### src/hw/rtl/fwsd_pkg.sv
package fwsd_pkg;

  localparam int unsigned DATA_W      = 32;
  localparam int unsigned OP_W        = 2;
  localparam int unsigned STATUS_W    = 3;
  localparam int unsigned OCC_W       = 5;
  localparam int unsigned OUT_TDATA_W = 8;
  localparam int unsigned OUT_TUSER_W = 1 + STATUS_W;

  typedef enum logic [OP_W-1:0] {
    OP_PUSH   = 2'd0,
    OP_REMOVE = 2'd1,
    OP_SEARCH = 2'd2
  } op_e;

  typedef enum logic [STATUS_W-1:0] {
    STAT_OK         = 3'd0,
    STAT_EMPTY      = 3'd1,
    STAT_ABSENT     = 3'd2,
    STAT_TAIL_MATCH = 3'd3,
    STAT_FULL_DROP  = 3'd4
  } status_e;

  typedef struct packed {
    logic cmp;
    logic shift;
    logic load;
  } cell_ctrl_t;

endpackage

### src/hw/rtl/fwsd_cell.sv
module fwsd_cell (
  input  logic                       clk_i,
  input  logic                       rst_ni,
  input  fwsd_pkg::cell_ctrl_t       ctrl_i,
  input  logic                       held_i,
  input  logic [fwsd_pkg::DATA_W-1:0] value_i,
  input  logic [fwsd_pkg::DATA_W-1:0] next_data_i,
  input  logic                       next_hit_i,
  output logic [fwsd_pkg::DATA_W-1:0] data_o,
  output logic                       hit_o
);
  import fwsd_pkg::*;

  logic [DATA_W-1:0] data_q, data_d;
  logic              hit_q, hit_d;

  always_comb begin
    data_d = data_q;
    hit_d  = hit_q;
    if (ctrl_i.shift) begin
      data_d = next_data_i;
      hit_d  = next_hit_i;
    end else begin
      if (ctrl_i.load) data_d = value_i;
      if (ctrl_i.cmp) hit_d = held_i & (data_q == value_i);
    end
  end

  always_ff @(posedge clk_i) begin
    data_q <= data_d;
  end

  always_ff @(posedge clk_i or negedge rst_ni) begin
    if (!rst_ni) begin
      hit_q <= 1'b0;
    end else begin
      hit_q <= hit_d;
    end
  end

  assign data_o = data_q;
  assign hit_o  = hit_q;

endmodule

### src/hw/rtl/fifo_with_search_and_drop_through.sv
// Bounded FIFO of signed 32-bit values with content search. Each input transaction carries an
// operation in tuser (0 push, 1 remove through first match, 2 search; 3 acts as search) and the
// value in tdata. Each produces one output transaction: tuser holds found (bit 0) and status
// (bits 3:1: 0 ok, 1 empty, 2 absent, 3 refused tail match, 4 full drop), tdata holds the
// occupancy after the operation in its low 5 bits. Entries live in a row of cells with the head
// in the first cell; all cells compare against the value in parallel. An item goes through
// accept, compare, decide and result; a successful remove adds one shift per dropped entry,
// as the row shifts toward the head by one cell a cycle. Input is taken only between items;
// a finished result waits in the output register without holding up the next input.
module fifo_with_search_and_drop_through #(
  parameter int unsigned QUEUE_DEPTH = 16
) (
  input  logic                            clk_i,
  input  logic                            rst_ni,
  input  logic                            s_axis_tvalid_i,
  output logic                            s_axis_tready_o,
  input  logic [fwsd_pkg::DATA_W-1:0]     s_axis_tdata_i,  // value
  input  logic [fwsd_pkg::OP_W-1:0]       s_axis_tuser_i,  // op
  output logic                            m_axis_tvalid_o,
  input  logic                            m_axis_tready_i,
  output logic [fwsd_pkg::OUT_TDATA_W-1:0] m_axis_tdata_o, // occupancy, zero padded
  output logic [fwsd_pkg::OUT_TUSER_W-1:0] m_axis_tuser_o  // found, status
);
  import fwsd_pkg::*;

  localparam int unsigned CNT_W = $clog2(QUEUE_DEPTH + 1);
  localparam int unsigned IDX_W = $clog2(QUEUE_DEPTH);

  typedef enum logic [4:0] {
    ST_IDLE   = 5'b00001,
    ST_CMP    = 5'b00010,
    ST_DECIDE = 5'b00100,
    ST_SHIFT  = 5'b01000,
    ST_RESP   = 5'b10000
  } state_e;

  state_e            state_q, state_d;
  op_e               op_q, op_d;
  logic [DATA_W-1:0] value_q, value_d;
  logic [CNT_W-1:0]  count_q, count_d;
  logic              found_q, found_d;
  status_e           status_q, status_d;

  logic              out_valid_q, out_valid_d;
  logic              out_found_q, out_found_d;
  status_e           out_status_q, out_status_d;
  logic [OCC_W-1:0]  out_occ_q, out_occ_d;

  logic [DATA_W-1:0]      cell_data [QUEUE_DEPTH];
  logic [QUEUE_DEPTH-1:0] hit_w;
  logic                   found_w;
  logic                   tail_hit;
  logic [CNT_W-1:0]       cnt_m1;
  logic                   push_wr;
  logic                   in_txn;

  assign found_w  = |hit_w;
  assign cnt_m1   = count_q - CNT_W'(1);
  assign tail_hit = hit_w[cnt_m1[IDX_W-1:0]];
  assign in_txn   = s_axis_tvalid_i & s_axis_tready_o;

  for (genvar i = 0; i < QUEUE_DEPTH; i++) begin : g_cell
    cell_ctrl_t        ctrl;
    logic [DATA_W-1:0] nxt_data;
    logic              nxt_hit;

    assign ctrl.cmp   = (state_q == ST_CMP);
    assign ctrl.shift = (state_q == ST_SHIFT);
    assign ctrl.load  = push_wr & (count_q == CNT_W'(i));

    if (i == QUEUE_DEPTH - 1) begin : g_last
      assign nxt_data = cell_data[i];
      assign nxt_hit  = 1'b0;
    end else begin : g_mid
      assign nxt_data = cell_data[i+1];
      assign nxt_hit  = hit_w[i+1];
    end

    fwsd_cell u_cell (
      .clk_i       (clk_i),
      .rst_ni      (rst_ni),
      .ctrl_i      (ctrl),
      .held_i      (CNT_W'(i) < count_q),
      .value_i     (value_q),
      .next_data_i (nxt_data),
      .next_hit_i  (nxt_hit),
      .data_o      (cell_data[i]),
      .hit_o       (hit_w[i])
    );
  end

  always_comb begin
    state_d      = state_q;
    op_d         = op_q;
    value_d      = value_q;
    count_d      = count_q;
    found_d      = found_q;
    status_d     = status_q;
    push_wr      = 1'b0;
    out_valid_d  = out_valid_q & ~m_axis_tready_i;
    out_found_d  = out_found_q;
    out_status_d = out_status_q;
    out_occ_d    = out_occ_q;

    unique case (state_q)
      ST_IDLE: begin
        if (in_txn) begin
          op_d    = op_e'(s_axis_tuser_i);
          value_d = s_axis_tdata_i;
          state_d = ST_CMP;
        end
      end
      ST_CMP: begin
        state_d = ST_DECIDE;
      end
      ST_DECIDE: begin
        found_d  = found_w;
        status_d = STAT_OK;
        state_d  = ST_RESP;
        unique case (op_q)
          OP_PUSH: begin
            if (count_q == CNT_W'(QUEUE_DEPTH)) begin
              status_d = STAT_FULL_DROP;
            end else begin
              push_wr = 1'b1;
              count_d = count_q + CNT_W'(1);
            end
          end
          OP_REMOVE: begin
            priority if (count_q == '0) begin
              status_d = STAT_EMPTY;
            end else if (!found_w) begin
              status_d = STAT_ABSENT;
            end else if (tail_hit) begin
              status_d = STAT_TAIL_MATCH;
            end else begin
              state_d = ST_SHIFT;
            end
          end
          default: ;
        endcase
      end
      ST_SHIFT: begin
        count_d = cnt_m1;
        if (hit_w[0]) state_d = ST_RESP;
      end
      ST_RESP: begin
        if (!out_valid_q || m_axis_tready_i) begin
          out_valid_d  = 1'b1;
          out_found_d  = found_q;
          out_status_d = status_q;
          out_occ_d    = OCC_W'(count_q);
          state_d      = ST_IDLE;
        end
      end
      default: state_d = ST_IDLE;
    endcase
  end

  always_ff @(posedge clk_i or negedge rst_ni) begin
    if (!rst_ni) begin
      state_q     <= ST_IDLE;
      count_q     <= '0;
      out_valid_q <= 1'b0;
    end else begin
      state_q     <= state_d;
      count_q     <= count_d;
      out_valid_q <= out_valid_d;
    end
  end

  always_ff @(posedge clk_i) begin
    op_q         <= op_d;
    value_q      <= value_d;
    found_q      <= found_d;
    status_q     <= status_d;
    out_found_q  <= out_found_d;
    out_status_q <= out_status_d;
    out_occ_q    <= out_occ_d;
  end

  assign s_axis_tready_o = (state_q == ST_IDLE);
  assign m_axis_tvalid_o = out_valid_q;
  assign m_axis_tdata_o  = OUT_TDATA_W'(out_occ_q);
  assign m_axis_tuser_o  = {out_status_q, out_found_q};

  a_count_bound: assert property (@(posedge clk_i) disable iff (!rst_ni)
    count_q <= CNT_W'(QUEUE_DEPTH))
    else $error("entry count above depth");

  a_full_drop_occ: assert property (@(posedge clk_i) disable iff (!rst_ni)
    (out_valid_q && out_status_q == STAT_FULL_DROP) |-> (out_occ_q == OCC_W'(QUEUE_DEPTH)))
    else $error("full drop reported while not full");

  a_tail_found: assert property (@(posedge clk_i) disable iff (!rst_ni)
    (out_valid_q && (out_status_q == STAT_TAIL_MATCH || out_status_q == STAT_ABSENT))
      |-> (out_found_q == (out_status_q == STAT_TAIL_MATCH)))
    else $error("found flag disagrees with remove status");

  a_shift_ends: assert property (@(posedge clk_i) disable iff (!rst_ni)
    (state_q == ST_SHIFT) |-> (count_q != '0))
    else $error("shift with empty queue");

endmodule

### config.mk
export PLATFORM = sky130hd
export DESIGN_NAME = fifo_with_search_and_drop_through
export DESIGN_NICKNAME = d
export VERILOG_FILES = /design/src/hw/rtl/fwsd_pkg.sv /design/src/hw/rtl/fwsd_cell.sv /design/src/hw/rtl/fifo_with_search_and_drop_through.sv
export SDC_FILE = /design/constraint.sdc
export NUM_CORES = 1
export LEC_CHECK = 0
export BUFFER_PORTS_ARGS = -buffer_cell sky130_fd_sc_hd__buf_2
export CAP_MARGIN = 20
export CORE_UTILIZATION = 35
export DETAILED_ROUTE_END_ITERATION = 10
export GPL_TIMING_DRIVEN = 0
export PLACE_DENSITY = 0.5
export SLEW_MARGIN = 20
export SYNTH_ARGS = -nofsm -noshare
export SYNTH_HDL_FRONTEND = slang
export SYNTH_HIERARCHICAL = 1
export SYNTH_SLANG_ARGS = --single-unit
### constraint.sdc
create_clock -name clk_i -period 2.9 [get_ports clk_i]
set_input_delay 0.29 -clock clk_i [delete_from_list [all_inputs] [get_ports clk_i]]
set_output_delay 0.29 -clock clk_i [all_outputs]
set_load 0.05 [all_outputs]
# Word level (Yosys, flattened, before mapping)
# Cells that the tools add are included.
# word_totals
reg_bits	586
input_bits	38
out_inout_bits	14
wordCells	252
# classes
addsub	2
order_cmp	17
n_eq_ne	43
muxes	85
n_bitwise	36
reduce_logical	27
# op_table
operator	count
$mux 32	30
$eq 32x32->1	16
$eq 5x4->1 const B	9
$mux 5	9
$lt 4x5->1 const A	8
$mux 1	38
$and 1x1->1	34
$reduce_bool 2->1	17
$eq 5x3->1 const B	5
$pmux 5 s5	1
$lt 3x5->1 const A	4
$reduce_or 16->1	1
$eq 5x2->1 const B	3
$eq 5x1->1 const B	2
$eq 5x5->1 const B	2
$lt 1x5->1 const A	2
$lt 2x5->1 const A	2
$pmux 5 s2	1
$mux 2	3
$ne 2x1->1 const B	3
$pmux 3 s2	1
$reduce_and 2->1	3
$reduce_and 3->1	2
$add 5x1->5 const B	1
other kinds (11)	13

# Logic depth before layout (Yosys ltp)
# Gate-level depths: netlist of the first run.
# depth
ltp_word	8
mapped_depth	9
ltp_nobuf	7

# Hierarchy
# The synthesis of the first run kept the hierarchy.
# by_module_without_submodules
module	instances	cells_each	area_per_inst_um2	seq_area_each_um2
fwsd_cell	16	117	1752.9	985.9
fifo_with_search_and_drop_through	1	201	2655.0	1687.9

# Worst setup path before layout of the first run
# Ideal clock, no wire load.
# synth_timing
path_type	reg2reg
from	reg state_q[3]
to	reg op_q[0] (enable)
setup_time_ns	0.395
arrival_ns	3.076
t_required_ns	2.505
path_slack_ns	-0.571
path_stages_with_launch	5
n_path_buf	1
synth_period_minus_slack_ns	3.471
path_cell_list	dfrtp_1 clkbuf_1 or3_1 nor3_1 and2_1
# synth_via
elab_chain_len	3
# synth_rtl
element	line_no	text
from (decl)	fifo_with_search_and_drop_through.sv:37	state_e state_q, state_d;
from (signal assigned)	fifo_with_search_and_drop_through.sv:166	state_q <= state_d;
$eq 5x1->1 *	fifo_with_search_and_drop_through.sv:182	assign s_axis_tready_o = (state_q == ST_IDLE);
via s_axis_tready_o	fifo_with_search_and_drop_through.sv:16	output logic s_axis_tready_o,
$and 1x1->1	fifo_with_search_and_drop_through.sv:60	assign in_txn = s_axis_tvalid_i & s_axis_tready_o;
$reduce_and 2->1 (no source line) *	--	
to (signal assigned)	fifo_with_search_and_drop_through.sv:173	op_q <= op_d;
to (decl)	fifo_with_search_and_drop_through.sv:38	op_e op_q, op_d;
# The timed path passes the listed nets; every way through them passes the cells marked *.
# A chain may end at the register's enable or synchronous reset.

# Worst setup path after layout of the first run
# layout_timing
from	reg count_q[1]
to	reg state_q[4]
# layout_via
elab_chain_len	8
elab_cells_between_ends	9
classes_between	1 x add/sub; 7 x mux; 1 x reduce/logical
# layout_rtl
element	line_no	text
from (decl)	fifo_with_search_and_drop_through.sv:40	logic [CNT_W-1:0] count_q, count_d;
from (signal assigned)	fifo_with_search_and_drop_through.sv:167	count_q <= count_d;
$sub 5x1->5	fifo_with_search_and_drop_through.sv:58	assign cnt_m1 = count_q - CNT_W'(1);
$bmux 1 s4	fifo_with_search_and_drop_through.sv:59	assign tail_hit = hit_w[cnt_m1[IDX_W-1:0]];
$mux 1 (implied by the code)	fifo_with_search_and_drop_through.sv:59	
$mux 5	fifo_with_search_and_drop_through.sv:134	end else if (tail_hit) begin
$mux 5	fifo_with_search_and_drop_through.sv:132	end else if (!found_w) begin
$mux 5 *	fifo_with_search_and_drop_through.sv:130	priority if (count_q == '0) begin
$mux 5 *	fifo_with_search_and_drop_through.sv:120	unique case (op_q)
$pmux 5 s5 *	fifo_with_search_and_drop_through.sv:105	unique case (state_q)
# Every way passes the cells marked *; elsewhere a longest branch is shown, timed or not. The select of a mux whose other input is x is not followed.

==> results.md, run 1 <==
* Status: completed
* Wire length per cell at about 23 um
* CP startpoint kind: flop
* CTS tree: yes
* Nets at roughly 2400
* Clock Skew at ~0.028 ns
* Number of synthesized flops with an enable pin at 559
* Maxcap violations at 0
* Post-synth top flop: edfxtp_1
* Worst Hold Class: in2async
* Latest clock arrival within the worst-skew pair at approximately 0.62 ns
* Post-route clock period utilization at between 90% and 100%
* Maximum clock insertion buffer count at 3
* Clock Power Share at a little over a third
* Row count at around 110
* Count leader, synth: edfxtp_1
* Area grow syn2layout at 19.4%
* Power Density at about 670 nW/um2
* Placer Congestion at 0.823
* Distinct cell type count after synthesis at between 50 and 60
* Root buffer cell: clkbuf_16
* Slew margin rel. at a little under a third
* GR Util All Layers at between 10% and 20%
* Pwr Total at 24.4 mW
* Crit path time final at between 2 and 3 ns
* Crit end category: flop
* HPWL after DPL at 60.5 mm
* Seq cells post-synth at 586
* Post-synthesis cell count at a little over 2000
* Share of the synthesized area in the top cell type at approximately 55%
* Placeable Area at between 80000 and 90000 um2
* Die W at between 200 and 300 um
* Logic pwr share at a little over a fifth
* P_int at 17.7 mW
* Leak at between 10 and 15 nW
* Post-route ant nets at 0
* DRT Pass-1 Iters at 5
* Slew @ Worst Pin at 1.03 ns
* Post-Route Setup TNS at 0 ns
* Initial antenna violation count at 0
* Register area share after synthesis at around 57%
* Worst-path maximum fanout at 10
* DRT iter0 DRCs at slightly above 800
* Seq pwr share at a little over two fifths
* WP data arrival at between 3 and 4 ns
* Met1 GRT Util at roughly a fifth
* Port Buffers at 48
* Net Sw Frac at a little over a quarter
* Die area at slightly below 90000 um2
* Top post-synthesis cells by area: edfxtp_1, mux2_2, xnor2_1, xor2_1, mux2_1
* Required @ worst endpoint at roughly 3.4 ns
* Cell taking the most area after synthesis: edfxtp_1
* GRT busiest layer: met2
* Core Util, Final at between 40% and 50%
* First-pass GRT wire length at roughly 120 mm
* DRC viols at 0
* Top cells by count, synth: edfxtp_1, mux2_2, xnor2_1, xor2_1, nand4_1
* Ys Warns at 6
* Asr flop ratio synth at 4.61%
* # clock sinks at just under 600
* M2 GR Usage at roughly a third
* Worst-path clk slew at about 0.060 ns
* H-tree Lvls at 3
* Ports at 52
* GRT met3 Usage at 2.33%
* Vert. Die Dim at a little under 300 um
* Share of layout cells above drive strength 1 at about a third
* Final hold vios at 0
* Initial Util at between 30% and 40%
* Placed cell area at 33600 um2
* Total routed wirelength at a little over 80 mm
* Vias per cell at between 5 and 6
* FF-to-FF Start: count_q[1]
* GRT overflow at 0
* # setup viols final at 0
* Peak VDD IR at between 0.3 and 0.4 mV
* Final slew viol count at 0
* # diodes at 0
* Critical path class: reg2reg
* CTS buffer count at 71
* Worst Setup SP: count_q[1]
* Psw at roughly 6.7 mW
* Fillers at between 7000 and 8000
* Vias in the first global route at roughly 19000
* Syn Std Cell Area at ~30000 um2
* Fmax at roughly 350 MHz
* Largest net degree at the start of global routing at 36
* Post-Layout Inst Area at around 37000 um2
* Vias at between 15000 and 20000
* Mean area per synthesized cell at between 10 and 15 um2
==> power groups by stage <==
stage	combinational (mW)	sequential [mW]	clock, mW
2_1_floorplan	2.85	10.8	0
3_3_place_gp	3.54	11.6	0
3_5_place_dp	5.15	10.6	0
4_1_cts	5.28	10.4	8.95
5_1_grt	5.69	10.5	9.22
6_report	5.26	10.4	8.70
==> critical path: stages, from the launching register on <==
cell	delay (ns)
dfrtp_2	0.48
clkbuf_2	0.33
inv_1	0.20
ha_4	0.35
mux4_1	0.28
mux2_2	0.32
or4b_1	0.51
a32o_1	0.26
==> layout make-up <==
class / instances / area, um2 / share of cell area [%]
inverter: 10 / 45.0 / 0.123
multi-input combinational: 1419 / 12900 / 35.2
timing repair buffer: 163 / 1920 / 5.24
clock inverter: 46 / 394 / 1.07
tap: 1155 / 1450 / 3.94
sequential: 586 / 17500 / 47.6
clock buffer: 83 / 1870 / 5.11
buffer: 76 / 594 / 1.62
timing repair inverter: 1 / 7.51 / 0.0205
==> per-layer routing <==
layer  routed length [um]  vias up
met5                    0        -
met4                 2130        0
met3                 2230      134
met2                43400      283
met1                33200     8998
li1                     -     8391
==> stage by stage <==
stage,setup slack [ns],instances,hold WS (ns)
after floorplan,0.0108,2076,-0.00559
after global placement,-1.55,3279,0.392
after detailed placement,-0.717,3344,0.383
after CTS,0.00143,3527,0.279
after global routing,-0.0217,3539,0.315
final,0.0553,3539,0.282
==> state kept, by name, indices dropped and copies added (netlist names) <==
register / cells
out_occ_q: 5
m_axis_tvalid_o: 1
op_q: 2
found_q: 1
g_cell.u_cell/hit_o: 16
count_q: 5
status_q: 3
g_cell.u_cell/data_o: 512
out_status_q: 3
out_found_q: 1
value_q: 32
state_q: 5
==> logic make-up (layout without fill, tap and decap cells) <==
group	Yosys count	in the layout	share of synthesized area [%]
other	1	4	0.0122
and+or+nand+nor	298	314	5.60
muxes	519	519	19.2
AOI/OAI and AO/OA	59	59	1.25
buffers and inverters	87	379	2.05
DFF	586	586	56.9
xor gates and xnor gates	518	518	14.8
adders and majority gates	5	5	0.204
==> path summary, 6_finish.rpt <==
| kind | end | slack (ns) | cells past startpoint |
|---|---|---|---|
| worst max-delay path | state_q[4] | 0.06 | 7 |
| worst max register to register | state_q[4] | 0.06 | 7 |
| worst min register to register | out_status_q[1] | 0.44 | 0 |
| max in group asynchronous | count_q[1] | 2.10 | 2 |
| min in group clk_i | value_q[13] | 0.38 | 2 |
| worst min-delay path | m_axis_tvalid_o | 0.28 | 2 |
==> layout by cell type, fill, tap and decap left out, types with 8 or more instances in the layout <==
master         count
edfxtp_1         559
mux2_2           434
xnor2_1          388
xor2_1           129
nand4_1           98
mux2_1            80
buf_2             80
clkbuf_16         73
buf_8             65
nor4_1            52
dlygate4sd3_1     37
nand3_1           35
nor2_1            30
buf_4             30
or2_4             26
dfrtp_1           25
nor3_1            21
a22oi_1           18
clkinv_1          18
o21ai_1           16
buf_16            16
clkbuf_1          13
nand2_1           12
clkinvlp_4        10
clkinv_2          10
inv_1              8
==> repair_timing <==
item                                    CTS  global route
hold buffers                             37             0
pin swaps                                11             6
endpoints found under the hold margin    62             0
cloned                                   10             7
gates resized for setup                  43            13
setup buffers                             7             6
endpoints found under the setup margin  920           396
(Power assumes the default switching activity.)
==> inputs of run 2 (changes only) <==
--- a/config.mk
+++ b/config.mk
@@ -6,8 +6,9 @@
 export NUM_CORES = 1
 export LEC_CHECK = 0
 export BUFFER_PORTS_ARGS = -buffer_cell sky130_fd_sc_hd__buf_2
-export CAP_MARGIN = 20
+export CAP_MARGIN = 15
 export CORE_UTILIZATION = 35
+export CTS_BUF_LIST = sky130_fd_sc_hd__clkbuf_4
 export DETAILED_ROUTE_END_ITERATION = 10
 export GPL_TIMING_DRIVEN = 0
 export PLACE_DENSITY = 0.5
==> run 2 against run 1 <==
Against the previous run: routed wire length up 1.6%; count of clock-buffer cells in the layout up 154; sequential power about the same; clock power down 11%; first-iteration DRC count up 0.61%; worst setup slack worse by 0.020 ns; sequential cell count unchanged; register-to-register slack worse by 0.02 ns; critical path type unchanged; critical endpoint is now g_cell[9].u_cell/data_o[24]; largest power group unchanged.
==> results.md, run 2 (same netlist as run 1, synthesis figures left out) <==
* Slew margin rel. at 33.1% (+2.0 points)
* HPWL after DPL at 60.6 mm (about the same)
* CTS tree: yes
* Core Util, Final at 42.5% (+0.27 points)
* Initial antenna violation count at 2 (+2)
* Wire length per cell at 22.0 um (-3.8%)
* Max reg flops at 512 (unchanged)
* Maximum clock insertion buffer count at 3 (unchanged)
* Slew @ Worst Pin at 1.00 ns (-0.0304 ns)
* Critical path class: reg2reg
* DRT Pass-1 Iters at 5 (unchanged)
* # setup viols final at 0 (unchanged)
* GRT overflow at 0 (unchanged)
* GR Util All Layers at 18.5% (+0.47 points)
* Ports at 52 (unchanged)
* Logic pwr share at 22.5% (+0.9 points)
* RSZ-0062 raised after global routing: no
* H-tree Lvls at 4 (+1)
* Post-route ant nets at 0 (unchanged)
* Worst Setup SP: state_q[4]
* DRT iter0 DRCs at 826 (+0.61%)
* Net Sw Frac at 28.6% (+1.3 points)
* Post-route clock period utilization at 98.8% (+0.69 points)
* # clock sinks at 586 (unchanged)
* Worst-path maximum fanout at 9 (-1)
* Worst-path clk slew at 0.06 ns (about the same)
* Port Buffers at 48 (unchanged)
* Worst path top cell family by delay: simple AND/OR/NAND/NOR gates
* Clock Skew at 0.0498 ns (+0.0216 ns)
* Leak at 12.1 nW (+2.7%)
* Worst hold path startpoint: s_axis_tvalid_i
* WP data arrival at 3.58 ns (+0.25 ns)
* Vias in the first global route at 20100 (+4.8%)
* Placer Congestion at 0.823 (unchanged)
* CP startpoint kind: flop
* Clock Power Share at 32.9% (-2.8 points)
* R2R Setup Slk at 0.04 ns (-0.02 ns)
* Crit path time final at 2.86 ns (+0.0200 ns)
* Required @ worst endpoint at 3.61 ns (+0.22 ns)
* Vias at 18500 (+4.0%)
* First-pass GRT wire length at 123 mm (+2.0%)
* Status: completed
* Worst Hold Class: in2reg
* Fillers at 8038 (+1.1%)
* Most common cell on crit path: buf_4
* Post-Route Setup TNS at 0 ns (unchanged)
* CTS buffer count at 167 (+140%)
* Peak VDD IR at 0.342 mV (-13%)
* Post-Layout Inst Area at 36900 um2 (+0.64%)
* P_int at 16.7 mW (-5.8%)
* Pwr Total at 23.4 mW (-4.0%)
* FF-to-FF Start: state_q[4]
* Largest net degree at the start of global routing at 36 (unchanged)
* Critical-path cell list: or4b_4 > nor4b_4 > buf_4 > nand2_4 > nor4_4 > buf_4 > or2_4 > buf_12
* Die area at 88900 um2 (unchanged)
* Fmax at 349 MHz (-0.70%)
* Maxcap violations at 0 (unchanged)
* Commonest non-fill, non-tap cell in the layout: edfxtp_1
* Vert. Die Dim at 298 um (unchanged)
* Initial Util at 35.3% (unchanged)
* Total routed wirelength at 82.2 mm (+1.6%)
* Crit end category: flop
* Placeable Area at 86900 um2 (unchanged)
* Die W at 298 um (unchanged)
* Placed cell area at 33600 um2 (unchanged)
* CP peak stage delay at 0.56 ns (+0.05 ns)
* Latest clock arrival within the worst-skew pair at 1.03 ns (+0.41 ns)
* Most frequent cells in the layout: edfxtp_1, mux2_2, xnor2_1
* Row count at 108 (unchanged)
* Root buffer cell: clkbuf_4
* Seq pwr share at 44.6% (+1.8 points)
* Nets at 2501 (+5.5%)
* Worst hold margin at 0.328 ns (+0.0458 ns)
* CP bufs+invs at 3 (+1)
* Final slew viol count at 0 (unchanged)
* Share of layout cells above drive strength 1 at 36.6% (+3.5 points)
* Psw at 6.71 mW (+0.77%)
* Power Density at 635 nW/um2 (-4.6%)
* Vias per cell at 4.95 (-1.5%)
* Area grow syn2layout at 20.2%
* Final hold vios at 0 (unchanged)
* CP max stage cell: or4b_4
* DRC viols at 0 (unchanged)
-- run 2: cell count changes in the layout (fill, tap and decap cells not counted), moves of 3 or more --
cell | previous run | this run
inv_6 | 4 | 0
or2_2 | 6 | 3
clkbuf_1 | 13 | 3
diode_2 | 0 | 3
clkinv_1 | 18 | 30
dlygate4sd3_1 | 37 | 74
clkbuf_4 | 1 | 239
inv_2 | 0 | 6
clkinvlp_4 | 10 | 7
clkbuf_16 | 73 | 0
-- run 2: final cells by class --
class,count,area [um2],share of cell area [%]
antenna,3,7.51,0.0203
tap,1155,1450,3.92
clock buffer,237,1780,4.82
clock inverter,54,338,0.915
timing repair inverter,1,7.51,0.0203
inverter,10,41.3,0.112
timing repair buffer,199,2300,6.24
multi-input combinational,1418,12900,35.0
sequential,586,17500,47.3
buffer,75,593,1.61
-- run 2: metrics by stage --
stage               cells  worst slack (ns)
floorplan            2076            0.0108
global placement     3279             -1.55
detailed placement   3344            -0.711
CTS                  3731            0.0228
global route         3738           0.00404
finish               3738            0.0354
-- run 2: power groups by stage --
stage | Combinational (mW) | Sequential, mW | Clock (mW)
global route | 5.70 | 10.5 | 8.46
finish | 5.28 | 10.4 | 7.71
detailed placement | 5.15 | 10.6 | 0
global placement | 3.54 | 11.6 | 0
floorplan | 2.85 | 10.8 | 0
CTS | 5.33 | 10.4 | 8.02
-- run 2: repair_timing --
action / in CTS / in global routing
resized for setup: 52 / 11
pin swaps: 12 / 4
buffers inserted: 10 / 1
gates cloned: 12 / 4
setup endpoints to repair: 940 / 563
hold buffers: 75 / 0
endpoints found under the hold margin: 74 / 0
-- run 2: path summary, 6_finish.rpt --
| path | end | depth (start not counted) |
|---|---|---|
| max | g_cell[9].u_cell/data_o[24] | 8 |
| min | state_q[4] | 5 |
| max reg2reg | g_cell[9].u_cell/data_o[24] | 8 |
| min reg2reg | out_found_q | 0 |
| max in group asynchronous | g_cell[7].u_cell/hit_o | 4 |
| min in group asynchronous | count_q[4] | 4 |
-- run 2: worst min-delay path: cells and delay by family --
family                 cells  cell delay [ns]
buffers and inverters      2             0.65
and+or+nand+nor            1             0.14
AOI/OAI and AO/OA          2             0.23
-- run 2: routing by layer --
layer | global-route usage (%) | part of all wire, % | up-vias
met5 | 0 | 0 | -
met4 | 7.24 | 2.4 | 0
met3 | 3.47 | 3.5 | 157
met2 | 34.2 | 53 | 371
met1 | 20.9 | 41 | 9207
li1 | - | - | 8784
